**src/mfs_pkg.sv**
```systemverilog
// Shared constants, codes and reset values for the multilevel feedback scheduler.
package mfs_pkg;

	localparam int SLOTS_DEFAULT  = 7;
	localparam int LEVELS_DEFAULT = 3;

	localparam logic [6:0]  FULL_QUANTUM_RESET = 7'd94;
	localparam logic [6:0]  BLOCK_LIMIT_RESET  = 7'd99;
	localparam logic [29:0] NS_PER_SEC         = 30'd1000000000;

	localparam int CFG_INDEX_W = 8;
	localparam logic [CFG_INDEX_W-1:0] CFG_FULL_QUANTUM = 8'd0;
	localparam logic [CFG_INDEX_W-1:0] CFG_BLOCK_LIMIT  = 8'd1;

	typedef enum logic {
		OP_CREATE   = 1'b0,
		OP_DISPATCH = 1'b1
	} op_t;

	typedef enum logic [1:0] {
		EV_CREATED    = 2'd0,
		EV_FULL       = 2'd1,
		EV_DISPATCHED = 2'd2,
		EV_EMPTY      = 2'd3
	} event_t;

	typedef enum logic [1:0] {
		OUT_REQUEUED   = 2'd0,
		OUT_BLOCKED    = 2'd1,
		OUT_TERMINATED = 2'd2
	} outcome_t;

endpackage

```
**src/mfs_slot_table.sv**
```systemverilog
// Process slot table with busy and held flags, owner ids, levels and a free-slot encoder.
module mfs_slot_table
	import mfs_pkg::*;
#(
	parameter int SLOTS  = SLOTS_DEFAULT,
	parameter int LEVELS = LEVELS_DEFAULT,
	localparam int SW = $clog2(SLOTS),
	localparam int LW = $clog2(LEVELS),
	localparam int FW = 1 + SW,
	localparam int UW = 1 + SW + 16 + 3 + SW + LW
) (
	input  logic          clk,
	input  logic          arst_n,
	output logic [FW-1:0] free,
	input  logic [SW-1:0] rd_slot,
	output logic [15:0]   rd_owner,
	output logic [LW-1:0] rd_level,
	input  logic [UW-1:0] upd
);

	typedef struct packed {
		logic          found;
		logic [SW-1:0] slot;
	} free_t;

	typedef struct packed {
		logic          create;
		logic [SW-1:0] create_slot;
		logic [15:0]   owner;
		logic          demote;
		logic          block;
		logic          retire;
		logic [SW-1:0] slot;
		logic [LW-1:0] level;
	} st_upd_t;

	logic [SLOTS-1:0] busy_q;
	logic [SLOTS-1:0] held_q;
	logic [15:0]      owner_q [SLOTS];
	logic [LW-1:0]    level_q [SLOTS];
	free_t            free_w;
	st_upd_t          upd_w;

	assign upd_w    = upd;
	assign free     = free_w;
	assign rd_owner = owner_q[rd_slot];
	assign rd_level = level_q[rd_slot];

	always_comb begin
		free_w.found = 1'b0;
		free_w.slot  = '0;
		for (int i = SLOTS - 1; i >= 0; i--) begin
			if (!busy_q[i]) begin
				free_w.found = 1'b1;
				free_w.slot  = SW'(i);
			end
		end
	end

	always_ff @(posedge clk or negedge arst_n) begin
		if (!arst_n) begin
			busy_q <= '0;
			held_q <= '0;
		end else begin
			if (upd_w.create) begin
				busy_q[upd_w.create_slot] <= 1'b1;
				held_q[upd_w.create_slot] <= 1'b0;
			end
			if (upd_w.block) begin
				held_q[upd_w.slot] <= 1'b1;
			end
			if (upd_w.retire) begin
				busy_q[upd_w.slot] <= 1'b0;
				held_q[upd_w.slot] <= 1'b0;
			end
		end
	end

	always_ff @(posedge clk) begin
		if (upd_w.create) begin
			owner_q[upd_w.create_slot] <= upd_w.owner;
			level_q[upd_w.create_slot] <= '0;
		end
		if (upd_w.demote) begin
			level_q[upd_w.slot] <= upd_w.level;
		end
	end

	// A blocked process always keeps its slot.
	a_held_is_busy: assert property (@(posedge clk) disable iff (!arst_n)
		(held_q & ~busy_q) == '0)
		else $error("held slot is not busy");

	a_create_free_slot: assert property (@(posedge clk) disable iff (!arst_n)
		upd_w.create |-> !busy_q[upd_w.create_slot])
		else $error("create into a busy slot");

	a_dispatch_busy_slot: assert property (@(posedge clk) disable iff (!arst_n)
		(upd_w.demote || upd_w.block || upd_w.retire) |-> busy_q[upd_w.slot])
		else $error("dispatch of a free slot");

endmodule

```
**src/mfs_ready_queues.sv**
```systemverilog
// Circular ready FIFOs of slot numbers, one per level, with the highest-priority pick.
module mfs_ready_queues
	import mfs_pkg::*;
#(
	parameter int SLOTS  = SLOTS_DEFAULT,
	parameter int LEVELS = LEVELS_DEFAULT,
	localparam int SW = $clog2(SLOTS),
	localparam int LW = $clog2(LEVELS),
	localparam int PKW = 1 + LW + SW,
	localparam int QUW = 1 + LW + 1 + LW + SW
) (
	input  logic           clk,
	input  logic           arst_n,
	output logic [PKW-1:0] pick,
	input  logic [QUW-1:0] upd
);

	localparam int CW = $clog2(SLOTS + 1);
	localparam int PW = CW + 1;

	typedef struct packed {
		logic          found;
		logic [LW-1:0] level;
		logic [SW-1:0] slot;
	} pick_t;

	typedef struct packed {
		logic          pop;
		logic [LW-1:0] pop_level;
		logic          push;
		logic [LW-1:0] push_level;
		logic [SW-1:0] push_slot;
	} q_upd_t;

	logic [SW-1:0] entries_q [LEVELS][SLOTS];
	logic [SW-1:0] heads_q   [LEVELS];
	logic [CW-1:0] counts_q  [LEVELS];
	logic [SW-1:0] head_n    [LEVELS];
	logic [CW-1:0] count_n   [LEVELS];
	logic          push_wr;
	logic [SW-1:0] push_pos;
	logic [PW-1:0] pos_sum;
	pick_t         pick_w;
	q_upd_t        upd_w;

	assign upd_w = upd;
	assign pick  = pick_w;

	always_comb begin
		pick_w.found = 1'b0;
		pick_w.level = '0;
		for (int l = LEVELS - 1; l >= 0; l--) begin
			if (counts_q[l] != '0) begin
				pick_w.found = 1'b1;
				pick_w.level = LW'(l);
			end
		end
		pick_w.slot = entries_q[pick_w.level][heads_q[pick_w.level]];
	end

	// The pop is applied first, so a requeue to the same level appends behind it.
	always_comb begin
		push_wr  = 1'b0;
		push_pos = '0;
		pos_sum  = '0;
		for (int l = 0; l < LEVELS; l++) begin
			head_n[l]  = heads_q[l];
			count_n[l] = counts_q[l];
			if (upd_w.pop && upd_w.pop_level == LW'(l)) begin
				head_n[l]  = (heads_q[l] == SW'(SLOTS - 1)) ? '0 : heads_q[l] + 1'b1;
				count_n[l] = counts_q[l] - 1'b1;
			end
			if (upd_w.push && upd_w.push_level == LW'(l) && count_n[l] < CW'(SLOTS)) begin
				pos_sum    = PW'(head_n[l]) + PW'(count_n[l]);
				push_pos   = (pos_sum >= PW'(SLOTS)) ? SW'(pos_sum - PW'(SLOTS)) : SW'(pos_sum);
				push_wr    = 1'b1;
				count_n[l] = count_n[l] + 1'b1;
			end
		end
	end

	always_ff @(posedge clk or negedge arst_n) begin
		if (!arst_n) begin
			for (int l = 0; l < LEVELS; l++) begin
				heads_q[l]  <= '0;
				counts_q[l] <= '0;
			end
		end else begin
			for (int l = 0; l < LEVELS; l++) begin
				heads_q[l]  <= head_n[l];
				counts_q[l] <= count_n[l];
			end
		end
	end

	always_ff @(posedge clk) begin
		if (push_wr) begin
			entries_q[upd_w.push_level][push_pos] <= upd_w.push_slot;
		end
	end

	a_pop_nonempty: assert property (@(posedge clk) disable iff (!arst_n)
		upd_w.pop |-> counts_q[upd_w.pop_level] != '0)
		else $error("pop from an empty ready level");

	a_push_fits: assert property (@(posedge clk) disable iff (!arst_n)
		upd_w.push |-> push_wr)
		else $error("append to a full ready level");

	a_pick_level0_first: assert property (@(posedge clk) disable iff (!arst_n)
		(counts_q[0] != '0) |-> (pick_w.found && pick_w.level == '0))
		else $error("nonempty top level not picked");

endmodule

```
**src/multilevel_feedback_scheduler_top.sv**
```systemverilog
// Top level of the multilevel feedback scheduler: input register, decision logic, clock, results.
// An accepted word passes the input register and then the result register before its result strobe.
// Throughput: one word per cycle; busy is held low and start is taken in every cycle.
// The slot and level picks are priority encoders over the slot flags and level counts.
// Reset clears the slot flags, queue heads and counts, the clock and the two limits to defaults.
// Results cannot be stalled; configuration writes are always ready.
module multilevel_feedback_scheduler_top
	import mfs_pkg::*;
#(
	parameter int SLOTS  = SLOTS_DEFAULT,
	parameter int LEVELS = LEVELS_DEFAULT
) (
	input  logic                   clk,
	input  logic                   arst_n,
	input  logic                   start,
	output logic                   busy,
	input  logic                   operation,
	input  logic [15:0]            process_id,
	input  logic [6:0]             outcome_roll,
	input  logic [13:0]            run_ns,
	output logic                   done,
	output logic [1:0]             event_res,
	output logic [2:0]             slot,
	output logic [15:0]            owner_id,
	output logic [1:0]             from_level,
	output logic [1:0]             outcome,
	output logic [1:0]             new_level,
	output logic [31:0]            clock_seconds,
	output logic [29:0]            clock_nanoseconds,
	input  logic                   cfg_valid,
	output logic                   cfg_ready,
	input  logic [CFG_INDEX_W-1:0] cfg_index,
	input  logic [6:0]             cfg_data
);

	localparam int SW = $clog2(SLOTS);
	localparam int LW = $clog2(LEVELS);

	typedef struct packed {
		logic          found;
		logic [SW-1:0] slot;
	} free_t;

	typedef struct packed {
		logic          create;
		logic [SW-1:0] create_slot;
		logic [15:0]   owner;
		logic          demote;
		logic          block;
		logic          retire;
		logic [SW-1:0] slot;
		logic [LW-1:0] level;
	} st_upd_t;

	typedef struct packed {
		logic          found;
		logic [LW-1:0] level;
		logic [SW-1:0] slot;
	} pick_t;

	typedef struct packed {
		logic          pop;
		logic [LW-1:0] pop_level;
		logic          push;
		logic [LW-1:0] push_level;
		logic [SW-1:0] push_slot;
	} q_upd_t;

	logic          valid_s1;
	logic          op_s1;
	logic [15:0]   pid_s1;
	logic [6:0]    roll_s1;
	logic [13:0]   dtime_s1;

	logic [6:0]    full_quantum_q;
	logic [6:0]    block_limit_q;
	logic [31:0]   seconds_q;
	logic [29:0]   nanoseconds_q;

	logic          done_q;
	event_t        event_q;
	logic [SW-1:0] slot_q;
	logic [15:0]   owner_q;
	logic [LW-1:0] from_q;
	outcome_t      outcome_q;
	logic [LW-1:0] new_level_q;

	free_t         free_w;
	pick_t         pick_w;
	st_upd_t       st_upd;
	q_upd_t        q_upd;
	logic [15:0]   rd_owner;
	logic [LW-1:0] rd_level;

	event_t        event_d;
	logic [SW-1:0] slot_d;
	logic [15:0]   owner_d;
	logic [LW-1:0] from_d;
	outcome_t      outcome_d;
	logic [LW-1:0] new_level_d;
	logic          advance;
	logic [LW-1:0] demoted;
	logic [30:0]   ns_sum;
	logic [29:0]   ns_next;
	logic [31:0]   sec_next;

	logic [31:0]   slot_ext;
	logic [31:0]   from_ext;
	logic [31:0]   new_level_ext;

	assign busy      = 1'b0;
	assign cfg_ready = 1'b1;

	mfs_slot_table #(
		.SLOTS  (SLOTS),
		.LEVELS (LEVELS)
	) u_slot_table (
		.clk      (clk),
		.arst_n   (arst_n),
		.free     (free_w),
		.rd_slot  (pick_w.slot),
		.rd_owner (rd_owner),
		.rd_level (rd_level),
		.upd      (st_upd)
	);

	mfs_ready_queues #(
		.SLOTS  (SLOTS),
		.LEVELS (LEVELS)
	) u_ready_queues (
		.clk    (clk),
		.arst_n (arst_n),
		.pick   (pick_w),
		.upd    (q_upd)
	);

	always_ff @(posedge clk or negedge arst_n) begin
		if (!arst_n) begin
			valid_s1 <= 1'b0;
		end else begin
			valid_s1 <= start && !busy;
		end
	end

	always_ff @(posedge clk) begin
		if (start && !busy) begin
			op_s1    <= operation;
			pid_s1   <= process_id;
			roll_s1  <= outcome_roll;
			dtime_s1 <= run_ns;
		end
	end

	always_ff @(posedge clk or negedge arst_n) begin
		if (!arst_n) begin
			full_quantum_q <= FULL_QUANTUM_RESET;
			block_limit_q  <= BLOCK_LIMIT_RESET;
		end else if (cfg_valid && cfg_ready) begin
			case (cfg_index)
				CFG_FULL_QUANTUM: full_quantum_q <= cfg_data;
				CFG_BLOCK_LIMIT:  block_limit_q  <= cfg_data;
				default: ;
			endcase
		end
	end

	assign demoted = (rd_level == LW'(LEVELS - 1)) ? rd_level : rd_level + 1'b1;
	assign ns_sum  = {1'b0, nanoseconds_q} + 31'(dtime_s1);

	always_comb begin
		if (ns_sum >= 31'(NS_PER_SEC)) begin
			ns_next  = 30'(ns_sum - 31'(NS_PER_SEC));
			sec_next = seconds_q + 32'd1;
		end else begin
			ns_next  = ns_sum[29:0];
			sec_next = seconds_q;
		end
	end

	always_comb begin
		event_d     = EV_EMPTY;
		slot_d      = '0;
		owner_d     = '0;
		from_d      = '0;
		outcome_d   = OUT_REQUEUED;
		new_level_d = '0;
		advance     = 1'b0;
		st_upd      = '0;
		q_upd       = '0;
		if (valid_s1) begin
			if (op_s1 == OP_CREATE) begin
				if (free_w.found) begin
					event_d            = EV_CREATED;
					slot_d             = free_w.slot;
					owner_d            = pid_s1;
					st_upd.create      = 1'b1;
					st_upd.create_slot = free_w.slot;
					st_upd.owner       = pid_s1;
					q_upd.push         = 1'b1;
					q_upd.push_level   = '0;
					q_upd.push_slot    = free_w.slot;
				end else begin
					event_d = EV_FULL;
				end
			end else if (pick_w.found) begin
				event_d         = EV_DISPATCHED;
				slot_d          = pick_w.slot;
				owner_d         = rd_owner;
				from_d          = pick_w.level;
				advance         = 1'b1;
				q_upd.pop       = 1'b1;
				q_upd.pop_level = pick_w.level;
				st_upd.slot     = pick_w.slot;
				new_level_d     = rd_level;
				if (roll_s1 < full_quantum_q) begin
					outcome_d        = OUT_REQUEUED;
					new_level_d      = demoted;
					st_upd.demote    = 1'b1;
					st_upd.level     = demoted;
					q_upd.push       = 1'b1;
					q_upd.push_level = demoted;
					q_upd.push_slot  = pick_w.slot;
				end else if (roll_s1 < block_limit_q) begin
					outcome_d    = OUT_BLOCKED;
					st_upd.block = 1'b1;
				end else begin
					outcome_d     = OUT_TERMINATED;
					st_upd.retire = 1'b1;
				end
			end else begin
				event_d = EV_EMPTY;
			end
		end
	end

	always_ff @(posedge clk or negedge arst_n) begin
		if (!arst_n) begin
			done_q        <= 1'b0;
			seconds_q     <= '0;
			nanoseconds_q <= '0;
		end else begin
			done_q <= valid_s1;
			if (advance) begin
				seconds_q     <= sec_next;
				nanoseconds_q <= ns_next;
			end
		end
	end

	always_ff @(posedge clk) begin
		if (valid_s1) begin
			event_q     <= event_d;
			slot_q      <= slot_d;
			owner_q     <= owner_d;
			from_q      <= from_d;
			outcome_q   <= outcome_d;
			new_level_q <= new_level_d;
		end
	end

	assign slot_ext      = 32'(slot_q);
	assign from_ext      = 32'(from_q);
	assign new_level_ext = 32'(new_level_q);

	assign done              = done_q;
	assign event_res         = event_q;
	assign slot              = slot_ext[2:0];
	assign owner_id          = owner_q;
	assign from_level        = from_ext[1:0];
	assign outcome           = outcome_q;
	assign new_level         = new_level_ext[1:0];
	assign clock_seconds     = seconds_q;
	assign clock_nanoseconds = nanoseconds_q;

	a_result_two_later: assert property (@(posedge clk) disable iff (!arst_n)
		(start && !busy) |=> ##1 done)
		else $error("result strobe missing for an accepted word");

	a_ns_in_range: assert property (@(posedge clk) disable iff (!arst_n)
		clock_nanoseconds < NS_PER_SEC)
		else $error("nanoseconds out of range");

	a_clock_moves_on_dispatch: assert property (@(posedge clk) disable iff (!arst_n)
		!$stable(clock_nanoseconds) |-> (done && event_res == EV_DISPATCHED))
		else $error("clock advanced without a dispatch");

	a_seconds_step_one: assert property (@(posedge clk) disable iff (!arst_n)
		!$stable(clock_seconds) |-> (clock_seconds == $past(clock_seconds) + 32'd1))
		else $error("seconds advanced by more than one");

endmodule
```
**config.mk**
```make
export PLATFORM = sky130hd
export DESIGN_NAME = multilevel_feedback_scheduler_top
export DESIGN_NICKNAME = d
export VERILOG_FILES = /design/src/mfs_pkg.sv /design/src/mfs_slot_table.sv /design/src/mfs_ready_queues.sv /design/src/multilevel_feedback_scheduler_top.sv
export SDC_FILE = /design/constraint.sdc
export NUM_CORES = 1
export LEC_CHECK = 0
export BUFFER_PORTS_ARGS = -buffer_cell sky130_fd_sc_hd__buf_2
export CAP_MARGIN = 20
export CORE_MARGIN = 4
export CORE_UTILIZATION = 55
export CTS_BUF_LIST = sky130_fd_sc_hd__clkbuf_8 sky130_fd_sc_hd__clkbuf_16
export DETAILED_ROUTE_END_ITERATION = 10
export GPL_TIMING_DRIVEN = 0
export PLACE_DENSITY = 0.86
export REMOVE_ABC_BUFFERS = 1
export SYNTH_ARGS = -nofsm -noshare
export SYNTH_HDL_FRONTEND = slang
export SYNTH_HIERARCHICAL = 1
export SYNTH_SLANG_ARGS = --single-unit
```
**constraint.sdc**
```tcl
create_clock -name clk -period 6.72 [get_ports clk]
set_clock_uncertainty 0.15 [all_clocks]
set_input_delay 2.016 -clock clk [delete_from_list [all_inputs] [get_ports clk]]
set_output_delay 2.016 -clock clk [all_outputs]
set_load 0.01 [all_outputs]
```
==> results_dict.tcl <==
set metrics [dict create \
    rrSetupSlack_ns 0.10 \
    cts.path.max_buffers 3 \
    netlist_area_um2 18300 \
    wl_per_cell_um 21.8 \
    cts_tree "done" \
    dpl-instance-area_um2 19500 \
    ios 149 \
    vias_per_cell 6.33 \
    drive_gt1_share_pct 24.8 \
    power_density_nw_per_um2 486 \
    drv_slew 0 \
    numCtsBuffers 39 \
    fin_crit_sh_pct 98.5 \
    vias 13400 \
    crit_fanout 17 \
    critPathArrivalTime_ns 6.70 \
    min_path_cells 1 \
    cp_slowest_cell "or3_4" \
    areaGrowthSynthToFinish_pct 16.8 \
    setup_viol 0 \
    cp.required_ns 6.80 \
    die_height_um 190 \
    fp.coreArea_um2 32700 \
    use_met3_pct 5.11 \
    reg2reg_to "u_ready_queues/entries_q[0][10]$_DFFE_PP_" \
    wl_mm 46.1 \
    max_stage_delay_ns 0.47 \
    critical_path_buf_inv_count 5 \
    htree_levels 2 \
    syn_inst 1493 \
    initial_core_util_pct 55.9 \
    use_met1_pct 31.9 \
    hold_violations 0 \
    crit_start "u_ready_queues/counts_q[6]$_DFF_PN0_" \
    drtPass1Iterations 5 \
    cts_sinks 357 \
    worstMarginPinSlew_ns 1.11 \
    yosysWarnings 6 \
    relSlewSlack_pct 25.8 \
    avgSynthCellArea_um2 12.3 \
    leakagePower_nw 8.54 \
    io_buffers 146 \
    fp.dieArea_um2 36200 \
    drv_cap 0 \
    power_mw 10.4 \
    cp_top_family "compound AO/OA/AOI/OAI gates" \
    grt_max_degree 65 \
    final_cell_area_um2 21400 \
    drc 0 \
    status "completed" \
    post-route-min-period_ns 6.62 \
    holdCritPathClass "reg2reg" \
    die_x_um 190 \
    finalWeightedCongestion 0.875 \
    cp.depth 24 \
    clock_latency_ns 0.56 \
    start_kind "register" \
    cts-root-buf "clkbuf_16" \
    ant_nets 0 \
    worstReg2RegStart "u_ready_queues/counts_q[6]$_DFF_PN0_" \
    worstSetupEndpoint "u_ready_queues/entries_q[0][10]$_DFFE_PP_" \
    drtIter0Drc 1527 \
    dp.final_hpwl_mm 29.3 \
    irDropWorstVdd_mv 0.301 \
    final_cell_mix "254 x edfxtp_1, 146 x buf_2, 114 x nand2_1" \
    grt_antenna_before_repair 4 \
    worstPathCellList "inv_2 > ha_1 > nand4bb_1 > or2_4 > a31oi_4 > buf_6 > mux2i_1 > a22oi_1 > o211ai_1 > a211oi_4 > buf_16 > mux2_2 > o211ai_1 > o221ai_2 > inv_1 > ha_1 > and2_1 > nand3b_1 > or3_4 > o31ai_1 > a21oi_2 > a211o_4 > nor4_4 > buf_4" \
    critical_path_class "reg2reg" \
    clk_pin_slew_worst_paths_ns 0.06 \
    busiest_layer "met2" \
    max_freq_mhz 151 \
    nets 1753 \
    r2r_cells 24 \
    grt_first_pass_wirelength_mm 71.9 \
    critPathCaptureType "register" \
    gr-total-overflow 0 \
    use_met2_pct 42.2 \
    final_common_cell "edfxtp_1" \
    grt_pass1_vias 13200 \
    grt_use_total_pct 24.5 \
    num_rows 66 \
]
==> stage by stage <==
step | std cells | worst slack [ns] | TNS (ns) | hold WS, ns | utilization, %
floorplan | 1419 | -5.59 | -635.46 | 0.324 | -
global placement | 2007 | -9.15 | -1142.65 | 0.313 | 58.7
detailed placement | 2025 | -2.09 | -127.92 | 0.310 | 59.7
CTS | 2108 | 0.0135 | 0 | 0.333 | 64.8
global route | 2117 | -0.130 | -2.64 | 0.349 | 65.3
finish | 2118 | 0.101 | 0 | 0.333 | 65.3
==> power breakdown <==
part	total (mW)	switching (mW)	internal (mW)
logic	5.27	3.17	2.10
registers	3.00	0.203	2.79
clock network	2.12	0.899	1.22
total	10.4	4.27	6.12
==> routing by layer <==
layer,wire length (um),share of wire (%)
met5,34,0.074
met4,1160,2.5
met3,4030,8.7
met2,23100,50
met1,17900,39
==> worst min-delay path by stage <==
| stage | from | endpoint | slack, ns |
|---|---|---|---|
| finish | clock_seconds[26]$_DFFE_PN0P_ | clock_seconds[26]$_DFFE_PN0P_ | 0.33 |
| global route | clock_seconds[31]$_DFFE_PN0P_ | clock_seconds[31]$_DFFE_PN0P_ | 0.35 |
| CTS | clock_seconds[31]$_DFFE_PN0P_ | clock_seconds[31]$_DFFE_PN0P_ | 0.33 |
| detailed placement | clock_seconds[31]$_DFFE_PN0P_ | clock_seconds[31]$_DFFE_PN0P_ | 0.31 |
| global placement | clock_seconds[31]$_DFFE_PN0P_ | clock_seconds[31]$_DFFE_PN0P_ | 0.31 |
| floorplan | u_slot_table/busy_q[6]$_DFF_PN0_ | u_slot_table/busy_q[6]$_DFF_PN0_ | 0.32 |
==> what timing repair did <==
| item | in CTS | in global routing |
|---|---|---|
| buffers inserted | 9 | 8 |
| gates cloned | 2 | 0 |
| endpoints found under the setup margin | 65 | 63 |
| hold buffers | 0 | 0 |
| resized for setup | 53 | 19 |
| pin swaps | 7 | 9 |
==> cell type report <==
class	count	area, um2
flip-flops and latches	357	10200
multi-input cells	1023	7960
repair inverters	1	5.00
diodes	1	2.50
well taps	442	553
repair buffers	182	1180
clock inverters	31	287
inverters	40	159
fillers	2291	11300
clock buffers	41	1000
==> flip-flops by register name, summed over array words and instances, names as in the netlist, 7 cells and up <==
register                  cells
u_slot_table/owner_q        112
u_ready_queues/entries_q     63
clock_seconds                32
clock_nanoseconds            30
owner_id                     16
pid_s1                       16
dtime_s1                     14
u_slot_table/level_q         14
u_ready_queues/counts_q       9
u_ready_queues/heads_q        9
block_limit_q                 7
full_quantum_q                7
roll_s1                       7
u_slot_table/busy_q           7
Note: power is estimated with default switching activity, not from simulation.
